File: src/hw/rtl/lwp_pkg.sv
// ----------------------------------------------------------------------------
// Looped wavetable player package
// Field widths, command and register codes, reset values and shared structs.
// ----------------------------------------------------------------------------
package lwp_pkg;

   localparam int FRAC_BITS           = 16;
   localparam int TABLE_DEPTH_DEFAULT = 4096;
   localparam int MIN_LOOP            = 16;
   localparam int MIN_LOOP_LOG2       = 4;

   localparam int CMD_W          = 2;
   localparam int TABLE_ADDR_W   = 12;
   localparam int SAMPLE_W       = 16;
   localparam int SHIFT_W        = 29;
   localparam int ANGLE_W        = 16;
   localparam int LOOP_LENGTH_W  = 13;
   localparam int RATE_W         = 20;
   localparam int OFFSET_W       = 28;

   localparam int REG_W          = 2;
   localparam int CSR_ADDR_W     = REG_W + 2;
   localparam int CSR_DATA_W     = 32;

   localparam logic [REG_W-1:0] REG_LOOP_LENGTH  = 2'd0;
   localparam logic [REG_W-1:0] REG_RATE         = 2'd1;
   localparam logic [REG_W-1:0] REG_PHASE_OFFSET = 2'd2;

   localparam logic [LOOP_LENGTH_W-1:0] LOOP_LENGTH_RESET  = 13'd4096;
   localparam logic [RATE_W-1:0]        RATE_RESET         = 20'd65536;
   localparam logic [OFFSET_W-1:0]      PHASE_OFFSET_RESET = 28'd0;

   typedef enum logic [CMD_W-1:0] {
      CMD_LOAD  = 2'd0,
      CMD_TICK  = 2'd1,
      CMD_TIME  = 2'd2,
      CMD_PHASE = 2'd3
   } lwp_cmd_type;

   typedef enum logic {
      ST_RUN,
      ST_REDUCE
   } lwp_state_type;

   typedef struct packed {
      logic [LOOP_LENGTH_W-1:0] loop_length;
      logic [RATE_W-1:0]        rate;
      logic [OFFSET_W-1:0]      phase_offset;
   } lwp_cfg_type;

   // One tick handed from the address stage to the interpolation stage.
   typedef struct packed {
      logic                 valid;
      logic                 interp;
      logic [FRAC_BITS-1:0] frac;
   } lwp_issue_type;

endpackage

File: src/hw/rtl/lwp_interp.sv
// ----------------------------------------------------------------------------
// Looped wavetable player interpolation stage
// Linear interpolation with round half up, and the result register.
// ----------------------------------------------------------------------------
module lwp_interp (
   input  logic                                 clock,
   input  logic                                 reset,
   input  lwp_pkg::lwp_issue_type               issue,
   input  logic signed [lwp_pkg::SAMPLE_W-1:0]  rd_data0,
   input  logic signed [lwp_pkg::SAMPLE_W-1:0]  rd_data1,
   output logic                                 b_ready,
   output logic                                 rsp_valid,
   input  logic                                 rsp_ready,
   output logic signed [lwp_pkg::SAMPLE_W-1:0]  rsp_sample_out
);
   import lwp_pkg::*;

   localparam int DW         = SAMPLE_W + 1;
   localparam int PRODW      = SAMPLE_W + FRAC_BITS + 2;
   localparam int ROUND_HALF = 1 << (FRAC_BITS - 1);

   logic                       b_vld_ff, b_vld_in;
   logic                       interp_ff;
   logic [FRAC_BITS-1:0]       frac_ff;
   logic                       rsp_valid_ff, rsp_valid_in;
   logic signed [SAMPLE_W-1:0] rsp_sample_ff;
   logic                       b_fire;

   logic signed [DW-1:0]       diff;
   logic signed [PRODW-1:0]    prod;
   logic signed [PRODW-1:0]    rnd;
   logic [SAMPLE_W-1:0]        interp_val;
   logic signed [SAMPLE_W-1:0] result;

   assign b_fire       = b_vld_ff && (!rsp_valid_ff || rsp_ready);
   assign b_ready      = !b_vld_ff || b_fire;
   assign b_vld_in     = issue.valid || (b_vld_ff && !b_fire);
   assign rsp_valid_in = b_fire || (rsp_valid_ff && !rsp_ready);

   assign diff       = DW'(rd_data1) - DW'(rd_data0);
   assign prod       = PRODW'(diff) * $signed({1'b0, frac_ff});
   assign rnd        = (prod + PRODW'(ROUND_HALF)) >>> FRAC_BITS;
   // The sum lies between the two entries, so the low bits are exact.
   assign interp_val = rd_data0 + rnd[SAMPLE_W-1:0];
   assign result     = interp_ff ? $signed(interp_val) : rd_data0;

   always_ff @(posedge clock) begin
      if (reset) begin
         b_vld_ff     <= 1'b0;
         rsp_valid_ff <= 1'b0;
      end else begin
         b_vld_ff     <= b_vld_in;
         rsp_valid_ff <= rsp_valid_in;
      end
   end

   always_ff @(posedge clock) begin
      if (issue.valid) begin
         interp_ff <= issue.interp;
         frac_ff   <= issue.frac;
      end
      if (b_fire) begin
         rsp_sample_ff <= result;
      end
   end

   assign rsp_valid      = rsp_valid_ff;
   assign rsp_sample_out = rsp_sample_ff;

endmodule

File: config.mk
export PLATFORM = sky130hd
export DESIGN_NAME = lwp_interp
export DESIGN_NICKNAME = d
export VERILOG_FILES = /design/src/hw/rtl/lwp_pkg.sv /design/src/hw/rtl/lwp_interp.sv
export SDC_FILE = /design/constraint.sdc
export NUM_CORES = 1
export LEC_CHECK = 0
export ABC_AREA = 0
export BUFFER_PORTS_ARGS = -buffer_cell sky130_fd_sc_hd__buf_2
export CORE_MARGIN = 3
export CORE_UTILIZATION = 25
export CTS_CLUSTER_DIAMETER = 50
export CTS_CLUSTER_SIZE = 30
export DETAILED_ROUTE_END_ITERATION = 7
export PLACE_DENSITY = 0.41
export SYNTH_ARGS = -nofsm -noshare
export SYNTH_HDL_FRONTEND = slang
export SYNTH_SLANG_ARGS = --single-unit
File: constraint.sdc
create_clock -name clock -period 9.2 [get_ports clock]
set_input_delay 0.92 -clock clock [delete_from_list [all_inputs] [get_ports clock]]
set_output_delay 0.92 -clock clock [all_outputs]
set_load 0.1 [all_outputs]
==> metrics.md <==
| Metric | Value |
|---|---|
| Status | `complete, but fails checks` |
| Violated checks | `setup timing` |
| R2r startpoint | `frac_ff[5]$_DFFE_PP_` |
| Critical path endpoint category | `register` |
| Unrepaired setup endpoints after global routing | `yes` |
| DR DRC count | `0` |
| Clock Sinks | `35` |
| Pre-Repair DR Iteration Count | `4` |
| Highest Clock Rate | `0.103 GHz` |
| Synth Flop Type | `edfxtp_1` |
| RD Place Congestion | `0.809` |
| Average routed wire per standard cell | `15.8 um` |
| Final core utilization | `32.6%` |
| Initial Util | `25.6%` |
| Layout cell share with drive strength beyond 1 | `25.3%` |
| Fillers | `5,242` |
| Worst skew pair latency | `0.29 ns` |
| CP most frequent cell | `fa_1` |
| Vias per std cell | `4.12` |
| Die footprint | `0.0536 mm2` |
| Largest net degree at the start of global routing | `28` |
| Most frequent cell after synthesis | `inv_1` |
| ANT nets after route | `0` |
| Synth-to-Final Area Change | `27.1%` |
| Setup crit start kind | `primary input` |
| Hold Vio Cnt, Final | `0` |
| Hold WC Path Type | `register to register` |
| Synthesized area per cell | `9.17 um2` |
| Die Y | `231 um` |
| Final Slew Violations | `0` |
| Fraction of registers with async set/reset | `0%` |
| Worst Setup Slack, final | `-0.531 ns` |
| HPWL after detailed placement | `31,000 um` |
| Vias in the first global route | `10,900` |
| Final setup fails | `7` |
| Sequential share of the synthesized area | `8.11%` |
| Max cap viols | `0` |
| Worst hold start | `b_vld_ff$_SDFF_PP0_` |
| Clock transition at path regs | `0.06 ns` |
| Worst-Margin Slew | `0.970 ns` |
| Longest Clk Path Bufs | `2` |
| GR Util All Layers | `14.2%` |
| Final period demand of the worst path | `9.73 ns` |
| Area contributors post-synth | `fa_1 (42%), ha_1 (12%), inv_1 (11%), edfxtp_1 (7.8%), and2_1 (6.5%)` |
| Initial antenna violation count | `0` |
| Vias post-DR | `9,458` |
| Hold EP | `rsp_valid$_SDFF_PP0_` |
| Critical path depth in cells | `43` |
| Critical Path RT | `9.25 ns` |
| CTS Hold Bufs | `0` |
| Number of port buffers | `70` |
| Synth top area share | `42.2%` |
| H-tree levels | `2` |
| GR Overflow Total | `0` |
| CTS tree | `done` |
| Yosys warnings | `0` |
| Worst Reg2Reg Path Length in Cells | `36` |
| Hold Crit Depth | `2` |
| Mapped Cells | `1,386` |
| Cell variety after synth | `52` |
| Core area | `0.0496 mm2` |
| Setup Skew | `0.00579 ns` |
| First-pass GRT wire length | `59,600 um` |
| CP max-delay cell | `fa_2` |
| Synth area leader | `fa_1` |
| Die extent in x | `231 um` |
| R2r setup slk | `0.88 ns` |
| Synth cell count leaders | `inv_1 (384), fa_1 (268), and2_1 (133)` |
| Critical Path Max Stage Delay | `0.57 ns` |
| Ant diodes | `0` |
| Reg2reg end | `rsp_sample_out[15]$_DFFE_PP_` |
| Row count | `81` |
| Initial DRC count | `263` |
| Crit path max fanout | `5` |
| Delay-heaviest family, CP | `adder cells` |
| Seq cells post-synth | `35` |
| Fin crit share | `106%` |
| WP data arrival | `9.78 ns` |
| Synthesized area | `0.0127 mm2` |
| Total detailed-routing wirelength | `36,200 um` |
| Max-slew headroom | `35.3%` |
| Root Buffer Master | `clkbuf_16` |
| Post-layout net count | `2,077` |
| CTS Buf Count | `5` |
| Number of flops mapped to enable cells by yosys | `33` |
| Worst path buffer plus inverter count | `10` |
| Crit Path Category | `primary input to register` |
| IO Pins | `71` |
| Mapped Nets | `1,833` |
[through the flow]
step / area (um2) / setup slack, ns / instances / hold slack [ns] / setup TNS [ns]
floorplan: 13000 / -0.278 / 1386 / 0.478 / -0.518
global placement: 15400 / -1.14 / 2265 / 0.493 / -6.87
detailed placement: 15400 / -1.17 / 2265 / 0.508 / -6.76
CTS: 15800 / -0.644 / 2288 / 0.519 / -2.55
global route: 16200 / -0.932 / 2295 / 0.570 / -5.67
finish: 16200 / -0.531 / 2295 / 0.518 / -2.15
[registers in the layout, indices dropped and copies added (netlist names)]
name / flops
b_vld_ff: 1
frac_ff: 16
interp_ff: 1
rsp_sample_out: 16
rsp_valid: 1
[logic make-up (layout without fill, tap and decap cells)]
| logic type | count (synthesis) | count (layout) | share of synthesized area, % |
|---|---|---|---|
| buffers and inverters | 425 | 670 | 12.6 |
| muxes | 4 | 4 | 0.325 |
| xor gates and xnor gates | 50 | 50 | 3.45 |
| adders and majority gates | 394 | 394 | 54.6 |
| AOI/OAI and AO/OA | 102 | 102 | 5.13 |
| and+or+nand+nor | 376 | 376 | 15.8 |
| DFF | 35 | 35 | 8.11 |
[what timing repair did]
action | CTS | global route
buffers inserted | 15 | 7
gates resized for setup | 36 | 73
setup endpoints to repair | 9 | 11
pin swaps | 21 | 73
[tightest hold or removal path, delay by kind of cell, from the launching register on]
kind          cells  cell delay, ns
simple gates      2            0.15
flops             1            0.33
[cell usage in the layout (no fill, tap or decap), types with 5 or more instances in the layout]
| cell | n |
|---|---|
| a21o_1 | 9 |
| a21oi_1 | 11 |
| a21oi_2 | 15 |
| and2_1 | 127 |
| and2_4 | 6 |
| and3b_1 | 12 |
| buf_2 | 68 |
| buf_4 | 196 |
| buf_6 | 10 |
| clkbuf_16 | 5 |
| edfxtp_1 | 33 |
| fa_1 | 257 |
| fa_2 | 11 |
| ha_1 | 111 |
| ha_2 | 5 |
| ha_4 | 10 |
| inv_1 | 368 |
| inv_2 | 15 |
| nand2_1 | 109 |
| nand2b_1 | 13 |
| nand3_1 | 11 |
| nand3b_1 | 5 |
| nor2_1 | 28 |
| nor2_2 | 6 |
| nor2b_1 | 23 |
| nor3_1 | 6 |
| nor3_2 | 5 |
| o211ai_1 | 9 |
| o21a_1 | 7 |
| o21ai_0 | 15 |
| o21ai_2 | 9 |
| xnor2_1 | 26 |
| xnor2_2 | 6 |
| xor2_1 | 11 |
[area by class of cell]
class	instances	area [um2]	area share, %
repair buffers	278	2000	12.4
inverters	384	1450	8.97
clock inverters	1	5.00	0.0310
clock buffers	7	143	0.883
multi-input cells	926	10700	66.2
flip-flops and latches	35	1030	6.38
well taps	664	831	5.14
[per-layer routing]
| metal | wire length [um] | global-route usage, % |
|---|---|---|
| met3 | 609 | 0.873 |
| met4 | 334 | 1.47 |
| met1 | 16100 | 18.3 |
| met5 | 0 | 0 |
| met2 | 19100 | 26.8 |
[worst max path at each step]
stage | start | end | slack [ns]
after global placement | rd_data0[1] | rsp_sample_out[15]$_DFFE_PP_ | -1.14
final | rd_data1[0] | rsp_sample_out[15]$_DFFE_PP_ | -0.53
after global routing | rd_data1[0] | rsp_sample_out[15]$_DFFE_PP_ | -0.93
after floorplan | rd_data1[1] | rsp_sample_out[15]$_DFFE_PP_ | -0.28
after detailed placement | rd_data0[1] | rsp_sample_out[15]$_DFFE_PP_ | -1.17
after CTS | rd_data0[1] | rsp_sample_out[14]$_DFFE_PP_ | -0.64
Power is left out: the tool's default activity adds up to more than one toggle a clock period on the data nets, which glitch-free logic cannot reach.
