### config.mk
export PLATFORM = sky130hd
export DESIGN_NAME = lwp_position
export DESIGN_NICKNAME = d
export VERILOG_FILES = /design/src/hw/rtl/lwp_pkg.sv /design/src/hw/rtl/lwp_position.sv
export SDC_FILE = /design/constraint.sdc
export NUM_CORES = 1
export LEC_CHECK = 0
export BUFFER_PORTS_ARGS = -buffer_cell sky130_fd_sc_hd__buf_2
export CORE_MARGIN = 2
export CORE_UTILIZATION = 50
export CTS_CLUSTER_SIZE = 40
export DETAILED_ROUTE_END_ITERATION = 6
export PLACE_DENSITY = 0.68
export SYNTH_ARGS = -nofsm -noshare
export SYNTH_HDL_FRONTEND = slang
export SYNTH_SLANG_ARGS = --single-unit
### constraint.sdc
create_clock -name clock -period 17.8 [get_ports clock]
set_clock_uncertainty 0.15 [all_clocks]
set_input_delay 0.89 -clock clock [delete_from_list [all_inputs] [get_ports clock]]
set_output_delay 0.89 -clock clock [all_outputs]
set_load 0.05 [all_outputs]
### src/hw/rtl/lwp_pkg.sv
// ----------------------------------------------------------------------------
// Looped wavetable player package
// Field widths, command and register codes, reset values and shared structs.
// ----------------------------------------------------------------------------
package lwp_pkg;

   localparam int FRAC_BITS           = 16;
   localparam int TABLE_DEPTH_DEFAULT = 4096;
   localparam int MIN_LOOP            = 16;
   localparam int MIN_LOOP_LOG2       = 4;

   localparam int CMD_W          = 2;
   localparam int TABLE_ADDR_W   = 12;
   localparam int SAMPLE_W       = 16;
   localparam int SHIFT_W        = 29;
   localparam int ANGLE_W        = 16;
   localparam int LOOP_LENGTH_W  = 13;
   localparam int RATE_W         = 20;
   localparam int OFFSET_W       = 28;

   localparam int REG_W          = 2;
   localparam int CSR_ADDR_W     = REG_W + 2;
   localparam int CSR_DATA_W     = 32;

   localparam logic [REG_W-1:0] REG_LOOP_LENGTH  = 2'd0;
   localparam logic [REG_W-1:0] REG_RATE         = 2'd1;
   localparam logic [REG_W-1:0] REG_PHASE_OFFSET = 2'd2;

   localparam logic [LOOP_LENGTH_W-1:0] LOOP_LENGTH_RESET  = 13'd4096;
   localparam logic [RATE_W-1:0]        RATE_RESET         = 20'd65536;
   localparam logic [OFFSET_W-1:0]      PHASE_OFFSET_RESET = 28'd0;

   typedef enum logic [CMD_W-1:0] {
      CMD_LOAD  = 2'd0,
      CMD_TICK  = 2'd1,
      CMD_TIME  = 2'd2,
      CMD_PHASE = 2'd3
   } lwp_cmd_type;

   typedef enum logic {
      ST_RUN,
      ST_REDUCE
   } lwp_state_type;

   typedef struct packed {
      logic [LOOP_LENGTH_W-1:0] loop_length;
      logic [RATE_W-1:0]        rate;
      logic [OFFSET_W-1:0]      phase_offset;
   } lwp_cfg_type;

   // One tick handed from the address stage to the interpolation stage.
   typedef struct packed {
      logic                 valid;
      logic                 interp;
      logic [FRAC_BITS-1:0] frac;
   } lwp_issue_type;

endpackage

### src/hw/rtl/lwp_position.sv
// ----------------------------------------------------------------------------
// Looped wavetable player position stage
// Input register, play position, table addressing and loop reduction pass.
// ----------------------------------------------------------------------------
module lwp_position #(
   parameter int TABLE_DEPTH = lwp_pkg::TABLE_DEPTH_DEFAULT
) (
   input  logic                                   clock,
   input  logic                                   reset,
   input  lwp_pkg::lwp_cfg_type                   cfg,
   input  logic                                   loop_wr,
   input  logic                                   req_valid,
   output logic                                   req_ready,
   input  logic [lwp_pkg::CMD_W-1:0]              req_cmd,
   input  logic [lwp_pkg::TABLE_ADDR_W-1:0]       req_table_addr,
   input  logic signed [lwp_pkg::SAMPLE_W-1:0]    req_table_sample,
   input  logic signed [lwp_pkg::SHIFT_W-1:0]     req_time_shift,
   input  logic [lwp_pkg::ANGLE_W-1:0]            req_phase_angle,
   input  logic                                   b_ready,
   output lwp_pkg::lwp_issue_type                 issue,
   output logic [$clog2(TABLE_DEPTH)-1:0]         rd_addr0,
   output logic [$clog2(TABLE_DEPTH)-1:0]         rd_addr1,
   output logic                                   wr_en,
   output logic [$clog2(TABLE_DEPTH)-1:0]         wr_addr,
   output logic signed [lwp_pkg::SAMPLE_W-1:0]    wr_data
);
   import lwp_pkg::*;

   localparam int AW    = $clog2(TABLE_DEPTH);
   localparam int LW    = $clog2(TABLE_DEPTH + 1);
   localparam int PW    = LW + FRAC_BITS;
   localparam int LCW   = (LW > LOOP_LENGTH_W) ? LW : LOOP_LENGTH_W;
   localparam int OCW   = (PW > OFFSET_W) ? PW : OFFSET_W;
   localparam int TCW   = (PW > SHIFT_W) ? PW : SHIFT_W;
   localparam int ACW   = (AW + 1 > TABLE_ADDR_W) ? AW + 1 : TABLE_ADDR_W;
   localparam int RW    = PW + LW;
   localparam int MAXSH = LW - MIN_LOOP_LOG2;
   localparam int SW    = $clog2(LW);

   // Add two values below m and wrap once.
   function automatic logic [PW-1:0] wrap_add(input logic [PW-1:0] a,
                                              input logic [PW-1:0] b,
                                              input logic [PW-1:0] m);
      logic [PW:0] s;
      s = {1'b0, a} + {1'b0, b};
      if (s >= {1'b0, m}) s = s - {1'b0, m};
      return s[PW-1:0];
   endfunction

   lwp_state_type state_ff, state_in;
   logic [SW-1:0] step_ff, step_in;
   logic [PW-1:0] pos_ff, pos_in;

   logic                       a_vld_ff, a_vld_in;
   lwp_cmd_type                a_cmd_ff;
   logic [TABLE_ADDR_W-1:0]    a_addr_ff;
   logic signed [SAMPLE_W-1:0] a_sample_ff;
   logic signed [SHIFT_W-1:0]  a_shift_ff;
   logic [ANGLE_W-1:0]         a_angle_ff;
   logic                       a_fire;
   logic                       req_take;

   logic [LCW-1:0] loop_raw;
   logic [LW-1:0]  loop_n;
   logic [PW-1:0]  lf, lf_m1;
   logic [OCW-1:0] off_ext;
   logic [PW-1:0]  off_c, read_pos;
   logic [LW-1:0]  k, k_inc, k1;
   logic [SHIFT_W-1:0] shift_bits, mag_raw;
   logic [TCW-1:0] mag_ext;
   logic [PW-1:0]  mag_c, shift_neg_pos, shift_pos;
   logic [PW-1:0]  phase_add, phase_pos, tick_pos;
   logic [RW-1:0]  lf_sh, pos_ext;
   logic [PW-1:0]  pos_red;

   // Effective loop length, clamped between MIN_LOOP and the table depth.
   assign loop_raw = LCW'(cfg.loop_length);
   always_comb begin
      if (loop_raw < LCW'(MIN_LOOP)) begin
         loop_n = LW'(MIN_LOOP);
      end else if (loop_raw > LCW'(TABLE_DEPTH)) begin
         loop_n = LW'(TABLE_DEPTH);
      end else begin
         loop_n = LW'(loop_raw);
      end
   end
   assign lf    = {loop_n, {FRAC_BITS{1'b0}}};
   assign lf_m1 = lf - PW'(1);

   // Read position: clamp the offset below the loop, then add.
   assign off_ext  = OCW'(cfg.phase_offset);
   assign off_c    = (off_ext > OCW'(lf_m1)) ? lf_m1 : PW'(off_ext);
   assign read_pos = wrap_add(pos_ff, off_c, lf);
   assign k        = read_pos[PW-1:FRAC_BITS];
   assign k_inc    = k + LW'(1);
   assign k1       = (k_inc == loop_n) ? '0 : k_inc;

   // Time shift: magnitude clamp, then one wrap either way.
   assign shift_bits    = $unsigned(a_shift_ff);
   assign mag_raw       = shift_bits[SHIFT_W-1] ? (~shift_bits + SHIFT_W'(1)) : shift_bits;
   assign mag_ext       = TCW'(mag_raw);
   assign mag_c         = (mag_ext > TCW'(lf_m1)) ? lf_m1 : PW'(mag_ext);
   assign shift_neg_pos = (pos_ff >= mag_c) ? (pos_ff - mag_c)
                        : PW'({1'b0, pos_ff} + {1'b0, lf} - {1'b0, mag_c});
   assign shift_pos     = shift_bits[SHIFT_W-1] ? shift_neg_pos : wrap_add(pos_ff, mag_c, lf);

   // Phase shift: loop times angle stays below the loop.
   assign phase_add = PW'(loop_n) * PW'(a_angle_ff);
   assign phase_pos = wrap_add(pos_ff, phase_add, lf);

   assign tick_pos = wrap_add(pos_ff, PW'(cfg.rate), lf);

   // One remainder step per cycle of the reduction pass.
   assign lf_sh   = RW'(lf) << step_ff;
   assign pos_ext = RW'(pos_ff);
   assign pos_red = (pos_ext >= lf_sh) ? PW'(pos_ext - lf_sh) : pos_ff;

   assign a_fire   = a_vld_ff && ((a_cmd_ff != CMD_TICK) || b_ready);
   assign req_take = req_valid && req_ready;
   assign a_vld_in = req_take || (a_vld_ff && !a_fire);

   always_comb begin
      state_in  = state_ff;
      step_in   = step_ff;
      pos_in    = pos_ff;
      req_ready = 1'b0;
      case (state_ff)
         ST_RUN: begin
            req_ready = !a_vld_ff || a_fire;
            if (a_fire) begin
               case (a_cmd_ff)
                  CMD_TICK:  pos_in = tick_pos;
                  CMD_TIME:  pos_in = shift_pos;
                  CMD_PHASE: pos_in = phase_pos;
                  default:   pos_in = pos_ff;
               endcase
            end
         end
         ST_REDUCE: begin
            pos_in = pos_red;
            if (step_ff == '0) begin
               state_in = ST_RUN;
            end else begin
               step_in = step_ff - SW'(1);
            end
         end
         default: state_in = ST_RUN;
      endcase
      // Restart the pass on every loop length write.
      if (loop_wr) begin
         state_in = ST_REDUCE;
         step_in  = SW'(MAXSH);
      end
   end

   always_ff @(posedge clock) begin
      if (reset) begin
         state_ff <= ST_RUN;
         step_ff  <= '0;
         pos_ff   <= '0;
         a_vld_ff <= 1'b0;
      end else begin
         state_ff <= state_in;
         step_ff  <= step_in;
         pos_ff   <= pos_in;
         a_vld_ff <= a_vld_in;
      end
   end

   always_ff @(posedge clock) begin
      if (req_take) begin
         a_cmd_ff    <= lwp_cmd_type'(req_cmd);
         a_addr_ff   <= req_table_addr;
         a_sample_ff <= req_table_sample;
         a_shift_ff  <= req_time_shift;
         a_angle_ff  <= req_phase_angle;
      end
   end

   assign issue.valid  = a_fire && (a_cmd_ff == CMD_TICK);
   assign issue.interp = (cfg.rate[FRAC_BITS-1:0] != '0);
   assign issue.frac   = read_pos[FRAC_BITS-1:0];
   assign rd_addr0     = AW'(k);
   assign rd_addr1     = AW'(k1);

   // Drop loads beyond the table.
   assign wr_en   = a_fire && (a_cmd_ff == CMD_LOAD) && (ACW'(a_addr_ff) < ACW'(TABLE_DEPTH));
   assign wr_addr = AW'(a_addr_ff);
   assign wr_data = a_sample_ff;

endmodule

==> results of run 1 <==
[cells in the mapped netlist, drive strengths merged (7+ instances only)]
cell,instances
nand4,41
o21a,24
and3,47
edfxtp,75
nor2,233
ha,314
nand2,294
and2,74
nand3b,11
dfxtp,35
xnor2,147
a311o,7
o21ai,174
nor4,27
a21o,68
mux2,35
o31a,7
a31oi,28
o41ai,11
buf,24
o2111ai,7
nand3,60
a22oi,10
a311oi,11
a211oi,50
or2,30
nand2b,34
a21oi,214
clkbuf,112
fa,215
o21bai,20
nor3,79
a211o,11
o31ai,31
a21boi,16
or4,14
mux2i,62
o211ai,36
inv,413
a221oi,26
a2111oi,15
or3,24
xor2,74
nor2b,44
[power by group through the flow]
stage / Clock (mW) / Sequential (mW) / Combinational (mW)
5_1_grt: 0.248 / 0.327 / 3.27
3_3_place_gp: 0 / 0.331 / 2.92
3_5_place_dp: 0 / 0.331 / 2.91
4_1_cts: 0.242 / 0.325 / 2.93
2_1_floorplan: 0 / 0.327 / 2.19
6_report: 0.237 / 0.326 / 2.98
[logic make-up (layout without fill, tap and decap cells)]
group                    count (synthesis)  count (layout)  share of synthesized area
AO/OA/AOI/OAI                          833             833                      0.207
XOR/XNOR                               222             222                     0.0727
adder cells (fa/ha/maj)                529             529                      0.305
buffers and inverters                  552             696                     0.0778
flip-flops                             110             110                      0.109
multiplexers                            98              98                     0.0398
other                                    1               1                   0.000139
AND/OR/NAND/NOR                       1033            1033                      0.189
[metal layers]
| metal | global-route usage | up-vias |
|---|---|---|
| met5 | 0 | - |
| met4 | 0.151 | 0 |
| met3 | 0.0563 | 231 |
| met2 | 0.553 | 1277 |
| met1 | 0.470 | 12600 |
| li1 | - | 12100 |
[area by class of cell]
cell class	instances	area (um2)
fillers	5308	24500
inverters	416	1560
flip-flops and latches	110	2950
repair buffers	264	1450
well taps	696	871
clock buffers	9	225
clock inverters	7	93.8
multi-input cells	2716	22000
[worst max-delay path: cells and delay by family]
| kind | cells | cell delay [ns] |
|---|---|---|
| XOR/XNOR | 3 | 1.26 |
| adder cells (fa/ha/maj) | 5 | 1.70 |
| AO/OA/AOI/OAI | 10 | 3.16 |
| AND/OR/NAND/NOR | 20 | 5.03 |
| multiplexers | 1 | 0.21 |
| buffers and inverters | 6 | 1.58 |
[through the flow]
stage | instances | setup slack [ns] | power, mW | hold WS [ns]
CTS | 4218 | 2.97 | 3.50 | 0.368
global route | 4218 | 1.99 | 3.85 | 0.403
finish | 4218 | 2.86 | 3.54 | 0.367
floorplan | 3378 | 4.81 | 2.51 | 0.329
detailed placement | 4202 | 3.02 | 3.24 | 0.355
global placement | 4202 | 3.13 | 3.25 | 0.350
[state kept, by name, summed over array words and instances (netlist names)]
| name | count |
|---|---|
| wr_addr | 12 |
| state_ff | 1 |
| a_shift_ff | 29 |
| a_cmd_ff | 2 |
| a_vld_ff | 1 |
| wr_data | 16 |
| a_angle_ff | 16 |
| pos_ff | 29 |
| step_ff | 4 |
[worst paths after layout]
path,start,slack (ns),depth (start not counted),endpoint
max,cfg[58],2.86,45,rd_addr1[5]
min reg2reg,a_vld_ff,0.37,2,a_vld_ff
min,a_vld_ff,0.37,2,a_vld_ff
max reg2reg,a_shift_ff[0],4.42,40,pos_ff[23]
==> impl_results.md, run 1 <==
* CTS Hold Buffers Added at 0
* First-pass GRT wire length at 150 mm
* WS Path Type: in -> out
* CTS sink cnt at 110
* Nets at 4187
* Ys flop type: edfxtp_1
* Initial antenna violation count at 0
* PostCTS Resize Cnt at 0
* Layout cells sized above 1 at 0.110
* Largest net degree at the start of global routing at 46
* Post-DRT Antenna Nets at 0
* Net switching power at 2.04 mW
* Area after DPL at 28800 um2
* Combinational power share at 0.841
* Detailed placement HPWL at 80.0 mm
* Synthesized area at 27000 um2
* Antenna cells at 0
* RSZ-0062 raised after global routing: no
* Synthesized Nets at 4048
* Post-Route M1 WL at 40.2 mm
* Core Rows at 85
* Setup violators final at 0
* Slowest stage delay, CP at 0.79 ns
* Die Area at 55900 um2
* Synth area leaders: fa_1 (16%), ha_1 (15%), edfxtp_1 (8.3%), inv_1 (5.7%), xnor2_1 (4.8%)
* Sequential share of power at 0.092
* VDD IR max at 0.139 mV
* Sw frac at 0.577
* Slew HR at 0.196
* Uppermost layer routed: met4
* Share of the synthesized area in the top cell type at 0.159
* Die Width at 237 um
* Crit-path max FO at 21
* Post CTS Setup Buffer Count at 0
* Clock network power share at 0.067
* HP Class: reg -> reg
* Critical Path End Type: output pin
* DRT Wirelength at 97.8 mm
* Required @ worst endpoint at 16.76 ns
* Port Buffers at 212
* Failing checks: design-rule violations
* Total GRT Usage at 0.348
* Post-Syn Instances at 3378
* Internal power at 1.50 mW
* Minimum clock period at 14.94 ns
* Area Overhead vs Synth at 7.82%
* Synth area leader: fa_1
* Initial cell density of the core at 0.504
* Number of register bits inferred by synthesis at 110
* Post-synth EDFFs at 75
* DRC violation count after routing at 4
* DRT Pass-1 Iters at 7
* Placer congestion estimate at 1.06
* Reg clk slew, reported paths at 0.09 ns
* Max cap viols at 0
* CTS buffer count at 9
* FMAX at 0.0669 GHz
* Seq/Total Area, Yosys at 0.109
* Status: finished, violations left
* Final Core Density at 0.544
* Grt ovf at 0
* Core ar. at 53600 um2
* Root Driver: clkbuf_16
* Crit share post-route at 0.839
* Starting DRT DRC Count at 2735
* IO Count at 213
* Worst-Margin Slew at 1.19 ns
* Slew Limit Fails at 0
* Final instance area at 29100 um2
* Worst-Skew Late Latency at 0.42 ns
* Ys async rst share at 0
* Metal2 WL at 43.5 mm
* Commonest non-fill, non-tap cell in the layout: inv_1
* Slowest cell on the critical path: xnor2_1
* Drt wl/cell at 23.2 um
* Via/cell ratio at 6.22
* Max clock buf depth at 2
* Final hold viol count at 0
* CP most frequent cell: ha_1
* Die Ht at 237 um
* Met3 routed WL at 9.15 mm
* H-tree depth at 3
* Syn Area/Cell at 8.00 um2
* Crit path launch type: primary input
* Arr. time, crit path at 13.90 ns
* Lkg Pwr at 13.6 nW
* Synth unique cells at 106
* Most frequent cells in the layout: inv_1 (407), ha_1 (314), nand2_1 (293)
* Cell Pwr Density at 121 nW/um2
* Vias at 26200
* CTS tree: done
* Number of global-route vias before repair at 25200
* Sum Neg Setup Slack at 0 ns
* Ys Warns at 0
(Power assumes the default switching activity.)
==> run 2: changes to the inputs <==
Clock period 17.8 ns to 14.4 ns, I/O delays scaled along.
==> impl_results.md, run 2 (synthesis results as in run 1) <==
* Initial cell density of the core at 0.504
* Max clock buf depth at 2
* Drt wl/cell at 23.0 um
* Reg clk slew, reported paths at 0.11 ns
* Critical Path End Type: flop
* Die Width at 237 um
* Area Overhead vs Synth at 7.88%
* Final hold viol count at 0
* DRT Wirelength at 96.9 mm
* WS Path Type: reg -> reg
* Core ar. at 53600 um2
* IO Count at 213
* Arr. time, crit path at 13.86 ns
* Post-DRT Antenna Nets at 0
* HP Class: in -> reg
* CTS Hold Buffers Added at 0
* Root Driver: clkbuf_16
* Crit path launch type: flop
* Fin Hold WS at 0.308 ns
* Crit share post-route at 0.956
* Max cap viols at 0
* Nets at 4187
* Placer congestion estimate at 1.03
* Sum Neg Setup Slack at 0 ns
* Port Buffers at 212
* Total GRT Usage at 0.343
* Initial antenna violation count at 2
* Layout cells sized above 1 at 0.110
* CTS buffer count at 9
* Commonest non-fill, non-tap cell in the layout: inv_1
* Minimum clock period at 13.77 ns
* Fill cells at 5224
* DRC violation count after routing at 0
* VDD IR max at 0.136 mV
* Die Ht at 237 um
* Status: completed
* Cell Pwr Density at 151 nW/um2
* Detailed placement HPWL at 79.1 mm
* Largest net degree at the start of global routing at 76
* Slew HR at 0.175
* First-pass GRT wire length at 148 mm
* H-tree depth at 3
* CTS sink cnt at 110
* Most frequent cells in the layout: inv_1 (407), ha_1 (314), nand2_1 (293)
* Setup violators final at 0
* Required @ worst endpoint at 14.50 ns
* Crit-path max FO at 17
* Slew Limit Fails at 0
* Core Rows at 85
* Number of global-route vias before repair at 24800
* Grt ovf at 0
* DRT Pass-1 Iters at 6
* Via/cell ratio at 6.18
* Worst-Skew Late Latency at 0.43 ns
* Slowest cell on the critical path: nor4b_1
* Worst-Margin Slew at 1.22 ns
* CTS tree: done
* Lkg Pwr at 13.6 nW
* Slowest stage delay, CP at 0.99 ns
* FMAX at 0.0726 GHz
* Largest regs: a_shift_ff: 29 flops, pos_ff: 29 flops
* Die Area at 55900 um2
* Starting DRT DRC Count at 2476
* RSZ-0062 raised after global routing: no
* Vias at 26100
-- run 2: final timing paths --
| path | from | slack [ns] | cells after the start | to |
|---|---|---|---|---|
| max | a_shift_ff[0] | 0.63 | 40 | pos_ff[23] |
| min | req_time_shift[18] | 0.31 | 1 | a_shift_ff[18] |
| max reg2reg | a_shift_ff[0] | 0.63 | 40 | pos_ff[23] |
| min reg2reg | a_vld_ff | 0.38 | 2 | a_vld_ff |
-- run 2: cell type report --
type,instances,area (um2),area share
tap,696,871,0.0299
antenna,3,7.51,0.000257
timing repair buffer,264,1460,0.0502
inverter,416,1560,0.0536
multi-input combinational,2716,22000,0.754
sequential,110,2950,0.101
clock inverter,7,88.8,0.00305
clock buffer,9,225,0.00772
-- run 2: critical path, delay by kind of cell (launching register included) --
kind                       cells  cell delay (ns)
and+or+nand+nor               18             5.84
muxes                          1             0.40
AOI/OAI and AO/OA             13             4.36
buffers and inverters          3             0.78
DFF                            1             0.50
xor gates and xnor gates       1             0.17
adders and majority gates      4             1.37
-- run 2: per-stage QoR --
stage / setup slack [ns] / area, um2 / total power, mW / std cells / utilization
after floorplan: 1.75 / 27000 / 3.11 / 3378 / -
after global placement: 0.623 / 28800 / 4.02 / 4201 / 0.538
after detailed placement: 0.906 / 28800 / 4.02 / 4201 / 0.538
after CTS: 0.815 / 29100 / 4.34 / 4217 / 0.544
after global routing: 0.0437 / 29200 / 4.76 / 4219 / 0.544
final: 0.634 / 29200 / 4.40 / 4221 / 0.544
-- run 2: routing by layer --
layer | track usage | share of wire | vias to the layer above
met3 | 0.0537 | 0.085 | 234
li1 | - | - | 12100
met1 | 0.458 | 0.42 | 12600
met2 | 0.549 | 0.45 | 1184
met5 | 0 | 0 | -
met4 | 0.153 | 0.051 | 0
-- run 2: what timing repair did --
item	in CTS	in global routing
gates resized for setup	0	1
buffers inserted	0	1
endpoints found under the setup margin	0	14
-- run 2: power breakdown --
| group | switching, mW | internal (mW) | total (mW) |
|---|---|---|---|
| Sequential | 0.0499 | 0.361 | 0.411 |
| Clock | 0.166 | 0.128 | 0.294 |
| Combinational | 2.33 | 1.37 | 3.70 |
