===== src/hw/rtl/lwp_pkg.sv =====
// ----------------------------------------------------------------------------
// Looped wavetable player package
// Field widths, command and register codes, reset values and shared structs.
// ----------------------------------------------------------------------------
package lwp_pkg;

   localparam int FRAC_BITS           = 16;
   localparam int TABLE_DEPTH_DEFAULT = 4096;
   localparam int MIN_LOOP            = 16;
   localparam int MIN_LOOP_LOG2       = 4;

   localparam int CMD_W          = 2;
   localparam int TABLE_ADDR_W   = 12;
   localparam int SAMPLE_W       = 16;
   localparam int SHIFT_W        = 29;
   localparam int ANGLE_W        = 16;
   localparam int LOOP_LENGTH_W  = 13;
   localparam int RATE_W         = 20;
   localparam int OFFSET_W       = 28;

   localparam int REG_W          = 2;
   localparam int CSR_ADDR_W     = REG_W + 2;
   localparam int CSR_DATA_W     = 32;

   localparam logic [REG_W-1:0] REG_LOOP_LENGTH  = 2'd0;
   localparam logic [REG_W-1:0] REG_RATE         = 2'd1;
   localparam logic [REG_W-1:0] REG_PHASE_OFFSET = 2'd2;

   localparam logic [LOOP_LENGTH_W-1:0] LOOP_LENGTH_RESET  = 13'd4096;
   localparam logic [RATE_W-1:0]        RATE_RESET         = 20'd65536;
   localparam logic [OFFSET_W-1:0]      PHASE_OFFSET_RESET = 28'd0;

   typedef enum logic [CMD_W-1:0] {
      CMD_LOAD  = 2'd0,
      CMD_TICK  = 2'd1,
      CMD_TIME  = 2'd2,
      CMD_PHASE = 2'd3
   } lwp_cmd_type;

   typedef enum logic {
      ST_RUN,
      ST_REDUCE
   } lwp_state_type;

   typedef struct packed {
      logic [LOOP_LENGTH_W-1:0] loop_length;
      logic [RATE_W-1:0]        rate;
      logic [OFFSET_W-1:0]      phase_offset;
   } lwp_cfg_type;

   // One tick handed from the address stage to the interpolation stage.
   typedef struct packed {
      logic                 valid;
      logic                 interp;
      logic [FRAC_BITS-1:0] frac;
   } lwp_issue_type;

endpackage


===== src/hw/rtl/lwp_csr.sv =====
// ----------------------------------------------------------------------------
// Looped wavetable player register file
// APB-style access to loop length, rate and phase offset.
// ----------------------------------------------------------------------------
module lwp_csr (
   input  logic                             clock,
   input  logic                             reset,
   input  logic                             csr_psel,
   input  logic                             csr_penable,
   input  logic                             csr_pwrite,
   input  logic [lwp_pkg::CSR_ADDR_W-1:0]   csr_paddr,
   input  logic [lwp_pkg::CSR_DATA_W-1:0]   csr_pwdata,
   output logic [lwp_pkg::CSR_DATA_W-1:0]   csr_prdata,
   output logic                             csr_pready,
   output lwp_pkg::lwp_cfg_type             cfg,
   output logic                             loop_wr
);
   import lwp_pkg::*;

   logic [LOOP_LENGTH_W-1:0] loop_length_ff, loop_length_in;
   logic [RATE_W-1:0]        rate_ff, rate_in;
   logic [OFFSET_W-1:0]      phase_offset_ff, phase_offset_in;
   logic [REG_W-1:0]         reg_idx;
   logic                     wr_en;

   assign reg_idx    = csr_paddr[CSR_ADDR_W-1:2];
   assign csr_pready = 1'b1;
   assign wr_en      = csr_psel && csr_penable && csr_pwrite && csr_pready;
   assign loop_wr    = wr_en && (reg_idx == REG_LOOP_LENGTH);

   always_comb begin
      loop_length_in  = loop_length_ff;
      rate_in         = rate_ff;
      phase_offset_in = phase_offset_ff;
      if (wr_en) begin
         case (reg_idx)
            REG_LOOP_LENGTH:  loop_length_in  = csr_pwdata[LOOP_LENGTH_W-1:0];
            REG_RATE:         rate_in         = csr_pwdata[RATE_W-1:0];
            REG_PHASE_OFFSET: phase_offset_in = csr_pwdata[OFFSET_W-1:0];
            default: ;
         endcase
      end
   end

   always_ff @(posedge clock) begin
      if (reset) begin
         loop_length_ff  <= LOOP_LENGTH_RESET;
         rate_ff         <= RATE_RESET;
         phase_offset_ff <= PHASE_OFFSET_RESET;
      end else begin
         loop_length_ff  <= loop_length_in;
         rate_ff         <= rate_in;
         phase_offset_ff <= phase_offset_in;
      end
   end

   always_comb begin
      case (reg_idx)
         REG_LOOP_LENGTH:  csr_prdata = CSR_DATA_W'(loop_length_ff);
         REG_RATE:         csr_prdata = CSR_DATA_W'(rate_ff);
         REG_PHASE_OFFSET: csr_prdata = CSR_DATA_W'(phase_offset_ff);
         default:          csr_prdata = '0;
      endcase
   end

   assign cfg.loop_length  = loop_length_ff;
   assign cfg.rate         = rate_ff;
   assign cfg.phase_offset = phase_offset_ff;

endmodule


===== config.mk =====
export PLATFORM = sky130hd
export DESIGN_NAME = lwp_csr
export DESIGN_NICKNAME = d
export VERILOG_FILES = /design/src/hw/rtl/lwp_pkg.sv /design/src/hw/rtl/lwp_csr.sv
export SDC_FILE = /design/constraint.sdc
export NUM_CORES = 1
export LEC_CHECK = 0
export BUFFER_PORTS_ARGS = -buffer_cell sky130_fd_sc_hd__buf_2
export CORE_ASPECT_RATIO = 1.4
export CORE_MARGIN = 4
export CORE_UTILIZATION = 47
export CTS_CLUSTER_DIAMETER = 100
export CTS_CLUSTER_SIZE = 16
export DETAILED_ROUTE_END_ITERATION = 7
export PLACE_DENSITY = 0.8
export SLEW_MARGIN = 20
export SYNTH_ARGS = -nofsm -noshare
export SYNTH_HDL_FRONTEND = slang
export SYNTH_SLANG_ARGS = --single-unit

===== constraint.sdc =====
create_clock -name clock -period 1.5 [get_ports clock]
set_clock_uncertainty 0.1 [all_clocks]
set_input_delay 0.3 -clock clock [delete_from_list [all_inputs] [get_ports clock]]
set_output_delay 0.3 -clock clock [all_outputs]
set_load 0.02 [all_outputs]

==> results.json, run 1 <==
{
  "number_of_input_and_output_port_buffers_inserted": 124,
  "r2r.worst_path.cells": 2,
  "rsz_0062_raised_after_global_routing": "true",
  "holdCritPathClass": "input port to flop",
  "clkTransAtPathRegs_ps": 70,
  "reg2reg_to": "rate_ff[12]",
  "max_cap_viol_count": 0,
  "synthesis.area_um2": 3000,
  "violated_checks": "negative setup slack",
  "outcome": "finished, violations left",
  "floorplan.core_area_um2": 6211,
  "synth-edff-count": 0,
  "ffs_latches_synth": 61,
  "globalplace.congestion": 0.7495,
  "clock_insertion_delay_worst_skew_ps": 320,
  "grt_antenna_before_repair": 0,
  "die_height_um": 102.5,
  "cts_root_buffer": "sky130_fd_sc_hd__clkbuf_8",
  "floorplan.die_area_um2": 7744,
  "detail-route-antenna-nets": 0,
  "syn_inst": 306,
  "drt_first_iter_violations": 74,
  "minimum_setup_slack_in_the_final_design_ps": -3.204,
  "drc_errors": 0,
  "fraction_of_registers_with_async_set_or_reset_after_synthesis": 0,
  "maximum_number_of_pins_on_one_net_before_global_route_repair": 92,
  "final-max-slew-violation-count": 0,
  "area_growth_pct": 37.91,
  "fin_tns_setup_ps": -3.204,
  "gr-usage-all-layers": 0.1918,
  "wire_per_inst_um": 14.49,
  "final_hold_viol_count": 0,
  "via_count_of_the_first_global_routing_pass": 2446,
  "yosys-top-cells-count": "sky130_fd_sc_hd__nand2b_1, sky130_fd_sc_hd__mux2i_1, sky130_fd_sc_hd__dfxtp_1",
  "place.detailed.instances": 492,
  "power.ir.vdd_worst_uv": 636.9,
  "syn-mean-instance-area_um2": 9.805,
  "worst-endpoint-arrival_ps": 1100,
  "drt-pass1-iter-count": 4,
  "setup.worst_path.start_class": "input port",
  "synth_sequential_area_ratio": 0.4070,
  "finalPower_uw": 3451,
  "setup.worst_path.end_class": "output pin",
  "ctsHtreeMaxLevel": 3,
  "setup_violations": 1,
  "pre_cts_slack_ps": -106.7,
  "synth.top_cells.by_area": "sky130_fd_sc_hd__dfxtp_1, sky130_fd_sc_hd__mux2i_1, sky130_fd_sc_hd__nand2b_1",
  "post-route-period-util": 1.002,
  "yosys_warnings": 0,
  "final.min_clock_period_ps": 1503,
  "tritoncts": "done",
  "ratio_of_cells_with_drive_above_1_in_the_final_layout": 0.4381,
  "setup.worst_path.start": "csr_paddr[3]",
  "fillCellCount": 514,
  "dr_total_vias": 2494,
  "dieWidth_um": 75.53,
  "fin_cells": 508,
  "static-leakage-power_uw": 0.002072,
  "whs_ps": 131.2,
  "postCtsSetupBuffers": 0,
  "synth_top_area_share": 0.4070,
  "timing_worst_setup_path_type": "input port to output pin",
  "critPathCapture": "csr_prdata[17]",
  "nNetsFinal": 473,
  "power.density_cell_area_nw_per_um2": 834.1,
  "effective_utilization_at_floorplan": 0.4831,
  "critPathRequiredTime_ps": 1100,
  "route.top_layer_used": "met4",
  "critical_path.reg2reg.startpoint": "rate_ff[12]",
  "post-synth-top-area-cell": "sky130_fd_sc_hd__dfxtp_1",
  "met2_wirelength_um": 3765,
  "grt_overflow": 0,
  "cts.path.max_buffers": 2,
  "rrSetupSlack_ps": 750,
  "tritoncts.num_buffers": 9,
  "critPathMaxFanout": 18,
  "synth_ff_type": "sky130_fd_sc_hd__dfxtp_1",
  "netlist-cell-type-count": 19,
  "grt_first_pass_wirelength_um": 11410,
  "wl_met3_um": 453,
  "fmax_mhz": 665.2,
  "ctsHoldBuffers": 0,
  "post-dp-hpwl_um": 5286,
  "met1_wire_length_um": 2982,
  "sink_count": 61,
  "drt-total-wl_um": 7363,
  "synthMostInstantiatedCell": "sky130_fd_sc_hd__nand2b_1",
  "placement_rows": 34,
  "vias_per_cell": 4.909,
  "antenna_cells": 0,
  "pin_count": 136
}
## critical path, stage by stage
cell and delay, ps:
sky130_fd_sc_hd__buf_4 140, sky130_fd_sc_hd__nor2b_4 140, sky130_fd_sc_hd__buf_12 150, sky130_fd_sc_hd__a22o_1 220, sky130_fd_sc_hd__buf_2 150
## power by group
group	leakage (uW)	switching (uW)	internal [uW]	total, uW
Combinational	0.00147	202	188	390
Sequential	0.000498	16.2	1640	1660
Clock	0.0000992	602	801	1400
## cell families after synthesis
logic type      count (synthesis)  synth area share
mux                            74            0.2469
flops                          61            0.4070
other cells                     2          0.002503
simple gates                  120            0.2406
buf+inv                        29           0.06088
compound gates                 20           0.04212
## timing repair
| item | 4_1_cts | 5_1_grt |
|---|---|---|
| cloned | 1 | 0 |
| endpoints found under the hold margin | 0 | 0 |
| setup endpoints to repair | 29 | 26 |
| pin swaps | 0 | 0 |
| resized for setup | 16 | 31 |
## per-layer routing
layer  GRT usage  vias to the layer above
met5           0                        -
met4     0.08748                        0
met3     0.03902                       12
met2      0.3313                       75
met1      0.2234                     1155
li1            -                     1252
## area by class of cell
type	instances	area, um^2	area share
sequential	61	1235	0.2985
tap	72	90.09	0.02177
timing repair buffer	140	938.4	0.2268
clock buffer	11	141.4	0.03417
multi-input combinational	219	1680	0.4061
clock inverter	4	48.80	0.01179
inverter	1	3.754	0.0009072
## how the worst min path moves through the flow
stage | start | to | slack (ps) | cells past startpoint
floorplan | csr_pwdata[16] | phase_offset_ff[16] | 360 | 2
global placement | phase_offset_ff[22] | phase_offset_ff[22] | 370 | 2
detailed placement | phase_offset_ff[21] | phase_offset_ff[21] | 380 | 2
CTS | csr_pwdata[27] | phase_offset_ff[27] | 120 | 3
global route | csr_pwdata[25] | phase_offset_ff[25] | 120 | 3
finish | csr_pwdata[25] | phase_offset_ff[25] | 130 | 3
## cell usage in the layout (no fill, tap or decap), drive strengths merged
cell type,n
buf,140
nand2b,89
mux2i,74
dfxtp,61
nand2,13
o21ai,13
clkbuf,11
and2,8
a22o,7
conb,5
nor2,4
nor2b,4
clkinv,3
nand3,1
or3,1
inv,1
bufinv,1
## stage by stage
| stage | cell area [um^2] | utilization |
|---|---|---|
| 6_report | 4138 | 0.6662 |
| 5_1_grt | 4138 | 0.6662 |
| 4_1_cts | 4064 | 0.6543 |
| 3_5_place_dp | 3804 | 0.6124 |
| 3_3_place_gp | 3804 | 0.6124 |
| 2_1_floorplan | 3074 | - |
## sequential cells by signal (all words and copies together) (netlist names)
name / flops
rate_ff: 20
phase_offset_ff: 28
loop_length_ff: 13
Power figures use the tool's default switching activity.
==> inputs of run 2 (changes only) <==
--- a/config.mk
+++ b/config.mk
@@ -17,3 +17,4 @@
 export SYNTH_ARGS = -nofsm -noshare
 export SYNTH_HDL_FRONTEND = slang
 export SYNTH_SLANG_ARGS = --single-unit
+export TNS_END_PERCENT = 5
==> results.json, run 2 (synthesis gave the netlist of run 1 again) <==
{
  "detail-route-antenna-nets": 0,
  "holdCritPathClass": "input port to flop",
  "most-common-layout-cells": "sky130_fd_sc_hd__buf_2, sky130_fd_sc_hd__nand2b_1, sky130_fd_sc_hd__mux2i_1, sky130_fd_sc_hd__dfxtp_1, sky130_fd_sc_hd__buf_4",
  "placement_rows": 34,
  "grt_overflow": 0,
  "layout_top_registers": "phase_offset_ff x28, rate_ff x20, loop_length_ff x13",
  "antenna_cells": 0,
  "outcome": "finished, violations left",
  "die_height_um": 102.5,
  "final.min_clock_period_ps": 1502,
  "finalPower_uw": 3447,
  "static-leakage-power_uw": 0.002077,
  "pin_count": 136,
  "maximum_number_of_pins_on_one_net_before_global_route_repair": 92,
  "post-dp-hpwl_um": 5286,
  "dieWidth_um": 75.53,
  "vias_per_cell": 4.896,
  "gr-usage-all-layers": 0.1918,
  "tritoncts": "done",
  "setup.worst_path.start_class": "input port",
  "floorplan.core_area_um2": 6211,
  "drt-total-wl_um": 7340,
  "violated_checks": "negative setup slack",
  "place.detailed.instances": 492,
  "busiest_layer": "met2",
  "grt.met2_usage": 0.3313,
  "minimum_setup_slack_in_the_final_design_ps": -2.036,
  "fmax_mhz": 665.8,
  "switching_power_uw": 817.3,
  "wire_per_inst_um": 14.45,
  "pre_cts_slack_ps": -106.7,
  "globalplace.congestion": 0.7495,
  "rsz_0062_raised_after_global_routing": "true",
  "grt_antenna_before_repair": 0,
  "power_frac_clock": 0.407,
  "final-max-slew-violation-count": 0,
  "grt_first_pass_wirelength_um": 11410,
  "clkTransAtPathRegs_ps": 70,
  "largest_reg_flops": 28,
  "floorplan.die_area_um2": 7744,
  "postPlaceCellArea_um2": 3804,
  "fillCellCount": 516,
  "sink_count": 61,
  "setup.worst_path.end_class": "output pin",
  "timing_worst_setup_path_type": "input port to output pin",
  "power.density_cell_area_nw_per_um2": 834.4,
  "nNetsFinal": 473,
  "switching_share": 0.2371,
  "global_route.usage.met3": 0.03902,
  "post-route-util": 0.6652,
  "clock_insertion_delay_worst_skew_ps": 320,
  "area_growth_pct": 37.70,
  "critPathRequiredTime_ps": 1100,
  "final_common_cell": "sky130_fd_sc_hd__buf_2",
  "drc_errors": 0,
  "max_cap_viol_count": 0,
  "p_seq_frac": 0.481,
  "globalRouteMet1Util": 0.2234,
  "ctsHtreeMaxLevel": 3,
  "drt_first_iter_violations": 73,
  "final_hold_viol_count": 0,
  "effective_utilization_at_floorplan": 0.4831,
  "post-route-period-util": 1.001,
  "drt-pass1-iter-count": 4,
  "via_count_of_the_first_global_routing_pass": 2441,
  "ratio_of_cells_with_drive_above_1_in_the_final_layout": 0.4335,
  "postCtsSetupBuffers": 0,
  "power.ir.vdd_worst_uv": 636.3,
  "cts.path.max_buffers": 2,
  "register_ranked_first_by_flip_flop_count": "phase_offset_ff",
  "tritoncts.num_buffers": 9,
  "fin_cells": 508,
  "power_frac_comb": 0.113,
  "number_of_input_and_output_port_buffers_inserted": 124,
  "p_int_uw": 2630,
  "setup_violations": 1,
  "cts_root_buffer": "sky130_fd_sc_hd__clkbuf_8",
  "ctsHoldBuffers": 0,
  "design_area_um2": 4131,
  "critPathMaxFanout": 18,
  "worst-endpoint-arrival_ps": 1100,
  "dr_total_vias": 2487
}
## run 2: critical path: stages
cell and delay, ps:
sky130_fd_sc_hd__buf_4 140, sky130_fd_sc_hd__nor2b_4 140, sky130_fd_sc_hd__buf_12 150, sky130_fd_sc_hd__a22o_1 220
sky130_fd_sc_hd__buf_2 150
## run 2: path summary, 6_finish.rpt
path              cells after the start               start  slack, ps                   to
setup / recovery                      5        csr_paddr[3]         -2       csr_prdata[17]
hold / removal                        3      csr_pwdata[25]        130  phase_offset_ff[25]
setup reg to reg                      2         rate_ff[12]        750          rate_ff[12]
hold reg to reg                       2  loop_length_ff[10]        380   loop_length_ff[10]
## run 2: final cells by class
type / count / area (um^2) / share of cell area
Clock inverter: 4 / 48.80 / 0.01181
Multi-Input combinational cell: 219 / 1677 / 0.4058
Tap cell: 72 / 90.09 / 0.02180
Sequential cell: 61 / 1235 / 0.2989
Clock buffer: 11 / 141.4 / 0.03422
Inverter: 1 / 3.754 / 0.0009085
Timing Repair Buffer: 140 / 935.9 / 0.2265
## run 2: per-stage QoR
stage                     hold slack [ps]  TNS (ps)
after floorplan                     355.3         0
after global placement              365.7     -1611
after detailed placement            379.1     -2482
after CTS                           119.8    -7.305
after global routing                124.9    -190.3
final                               131.4    -2.036
## run 2: layer usage
metal,vias to the layer above,share of wire
met4,0,0.028
met2,77,0.51
met5,-,0
li1,1253,-
met1,1143,0.40
met3,14,0.062
## run 2: power by group through the flow
stage	clock, uW	combinational, uW	sequential (uW)
4_1_cts	1430	388	1660
3_3_place_gp	0	363	1690
5_1_grt	1500	420	1660
6_report	1400	388	1660
3_5_place_dp	0	370	1690
2_1_floorplan	0	215	1720
## run 2: repair_timing
action / CTS / global route
gates resized for setup: 13 / 31
setup endpoints to repair: 29 / 28
gates cloned: 1 / 0
==> inputs of run 3 (changes only) <==
--- a/config.mk
+++ b/config.mk
@@ -8,11 +8,12 @@
 export BUFFER_PORTS_ARGS = -buffer_cell sky130_fd_sc_hd__buf_2
 export CORE_ASPECT_RATIO = 1.4
 export CORE_MARGIN = 4
-export CORE_UTILIZATION = 47
+export CORE_UTILIZATION = 40
 export CTS_CLUSTER_DIAMETER = 100
 export CTS_CLUSTER_SIZE = 16
 export DETAILED_ROUTE_END_ITERATION = 7
-export PLACE_DENSITY = 0.8
+export PLACE_DENSITY = 0.7
+export SKIP_CTS_REPAIR_TIMING = 1
 export SLEW_MARGIN = 20
 export SYNTH_ARGS = -nofsm -noshare
 export SYNTH_HDL_FRONTEND = slang
==> results.json, run 3 (synthesis gave the netlist of run 1 again) <==
{
  "outcome": "complete, no violations",
  "finalPower_uw": 3270,
  "worstHoldStart": "csr_pwdata[24]",
  "clkTransAtPathRegs_ps": 60,
  "placement_rows": 37,
  "tritoncts": "done",
  "r2r.worst_path.cells": 2,
  "critical_path.cell_chain": "buf_12, nor2b_4, buf_4, and2_2, buf_2",
  "holdCritPathClass": "input port to flop",
  "whs_path_depth": 3,
  "postPlaceCellArea_um2": 3832,
  "setup_violations": 0,
  "detail-route-antenna-nets": 0,
  "rrSetupSlack_ps": 740,
  "pin_count": 136,
  "vias_per_cell": 4.708,
  "dr_total_vias": 2528,
  "timing_worst_setup_path_type": "input port to output pin",
  "holdPathEnd": "phase_offset_ff[24]",
  "design_area_um2": 4242,
  "static-leakage-power_uw": 0.002099,
  "grt_overflow": 0,
  "die_height_um": 110.5,
  "power_frac_comb": 0.124,
  "antenna_cells": 0,
  "globalplace.congestion": 0.7242,
  "final-max-slew-violation-count": 0,
  "final.min_clock_period_ps": 1498,
  "effective_utilization_at_floorplan": 0.4102,
  "reg2reg_to": "rate_ff[13]",
  "grt_antenna_before_repair": 0,
  "fillCellCount": 689,
  "power.density_cell_area_nw_per_um2": 770.9,
  "tritoncts.num_buffers": 9,
  "maximum_number_of_pins_on_one_net_before_global_route_repair": 92,
  "critical_path.reg2reg.startpoint": "rate_ff[13]",
  "critPathRequiredTime_ps": 1100,
  "setup.worst_path.end_class": "output pin",
  "setup.worst_path.start": "csr_paddr[2]",
  "power_frac_clock": 0.369,
  "final_hold_viol_count": 0,
  "rsz_0062_raised_after_global_routing": "true",
  "critical_path.slowest_cell": "sky130_fd_sc_hd__nor2b_4",
  "power.ir.vdd_worst_uv": 513.8,
  "cts_root_buffer": "sky130_fd_sc_hd__clkbuf_8",
  "post-dp-hpwl_um": 5456,
  "drt_first_iter_violations": 98,
  "area_growth_pct": 41.37,
  "via_count_of_the_first_global_routing_pass": 2570,
  "critPathMaxFanout": 6,
  "ctsHtreeMaxLevel": 3,
  "dieWidth_um": 81.20,
  "fmax_mhz": 667.4,
  "floorplan.die_area_um2": 8970,
  "post-route-period-util": 0.9989,
  "critical_path.max_stage_delay_ps": 210,
  "register_ranked_first_by_flip_flop_count": "phase_offset_ff",
  "drt-total-wl_um": 7713,
  "layout_top_registers": "phase_offset_ff x28, rate_ff x20, loop_length_ff x13",
  "final_common_cell": "sky130_fd_sc_hd__buf_2",
  "drc_errors": 0,
  "sink_count": 61,
  "switching_share": 0.2597,
  "worst-endpoint-arrival_ps": 1100,
  "switching_power_uw": 849.0,
  "gr-usage-all-layers": 0.1764,
  "cts.path.max_buffers": 2,
  "ratio_of_cells_with_drive_above_1_in_the_final_layout": 0.4750,
  "max_cap_viol_count": 0,
  "floorplan.core_area_um2": 7315,
  "grt_first_pass_wirelength_um": 12360,
  "p_seq_frac": 0.507,
  "largest_reg_flops": 28,
  "number_of_input_and_output_port_buffers_inserted": 124,
  "drt-pass1-iter-count": 4,
  "setup.worst_path.start_class": "input port",
  "nNetsFinal": 477,
  "most-common-layout-cells": "sky130_fd_sc_hd__buf_2, sky130_fd_sc_hd__nand2b_1, sky130_fd_sc_hd__mux2i_1, sky130_fd_sc_hd__dfxtp_1",
  "wire_per_inst_um": 14.36,
  "clock_insertion_delay_worst_skew_ps": 330,
  "p_int_uw": 2421
}
[run 3: layout make-up]
cell class,instances,area (um^2),share of cell area
Clock buffer,10,127.6,0.03009
Clock inverter,5,28.78,0.006785
Inverter,1,3.754,0.0008850
Multi-Input combinational cell,219,1720,0.4056
Sequential cell,61,1246,0.2938
Tap cell,97,121.4,0.02861
Timing Repair Buffer,144,993.5,0.2342
[run 3: how the worst max path moves through the flow]
stage	end	slack, ps	depth (start not counted)
after detailed placement	phase_offset_ff[21]	-70	6
after global routing	csr_prdata[24]	-30	5
after floorplan	csr_prdata[20]	5	5
after global placement	phase_offset_ff[21]	-40	6
after CTS	csr_prdata[3]	-40	6
final	csr_prdata[20]	2	5
[run 3: per-stage QoR]
stage | utilization | hold slack [ps] | TNS (ps) | setup slack, ps | cells
final | 0.5799 | 120.3 | 0 | 1.671 | 537
after global routing | 0.5799 | 124.3 | -406.6 | -34.79 | 537
after CTS | 0.5453 | 106.8 | -682.2 | -42.28 | 535
after detailed placement | 0.5239 | 374.1 | -1164 | -67.45 | 520
after global placement | 0.5239 | 367.5 | -862.3 | -39.72 | 520
after floorplan | - | 355.3 | 0 | 4.584 | 309
[run 3: power groups by stage]
stage / Sequential (uW) / Combinational, uW / Clock [uW]
after global routing: 1660 / 439 / 1330
after global placement: 1690 / 367 / 0
after floorplan: 1720 / 215 / 0
after detailed placement: 1690 / 371 / 0
after CTS: 1660 / 372 / 1250
final: 1660 / 406 / 1210
[run 3: routing by layer]
| metal | vias to the layer above | part of all wire | GRT usage |
|---|---|---|---|
| met5 | - | 0 | 0 |
| li1 | 1260 | - | - |
| met4 | 0 | 0.029 | 0.08794 |
| met3 | 17 | 0.066 | 0.03834 |
| met1 | 1165 | 0.39 | 0.2011 |
| met2 | 86 | 0.51 | 0.3012 |
[run 3: critical path: cells and delay by family]
kind                   cells  cell delay, ps
AND/OR/NAND/NOR            2             340
buffers and inverters      3             450
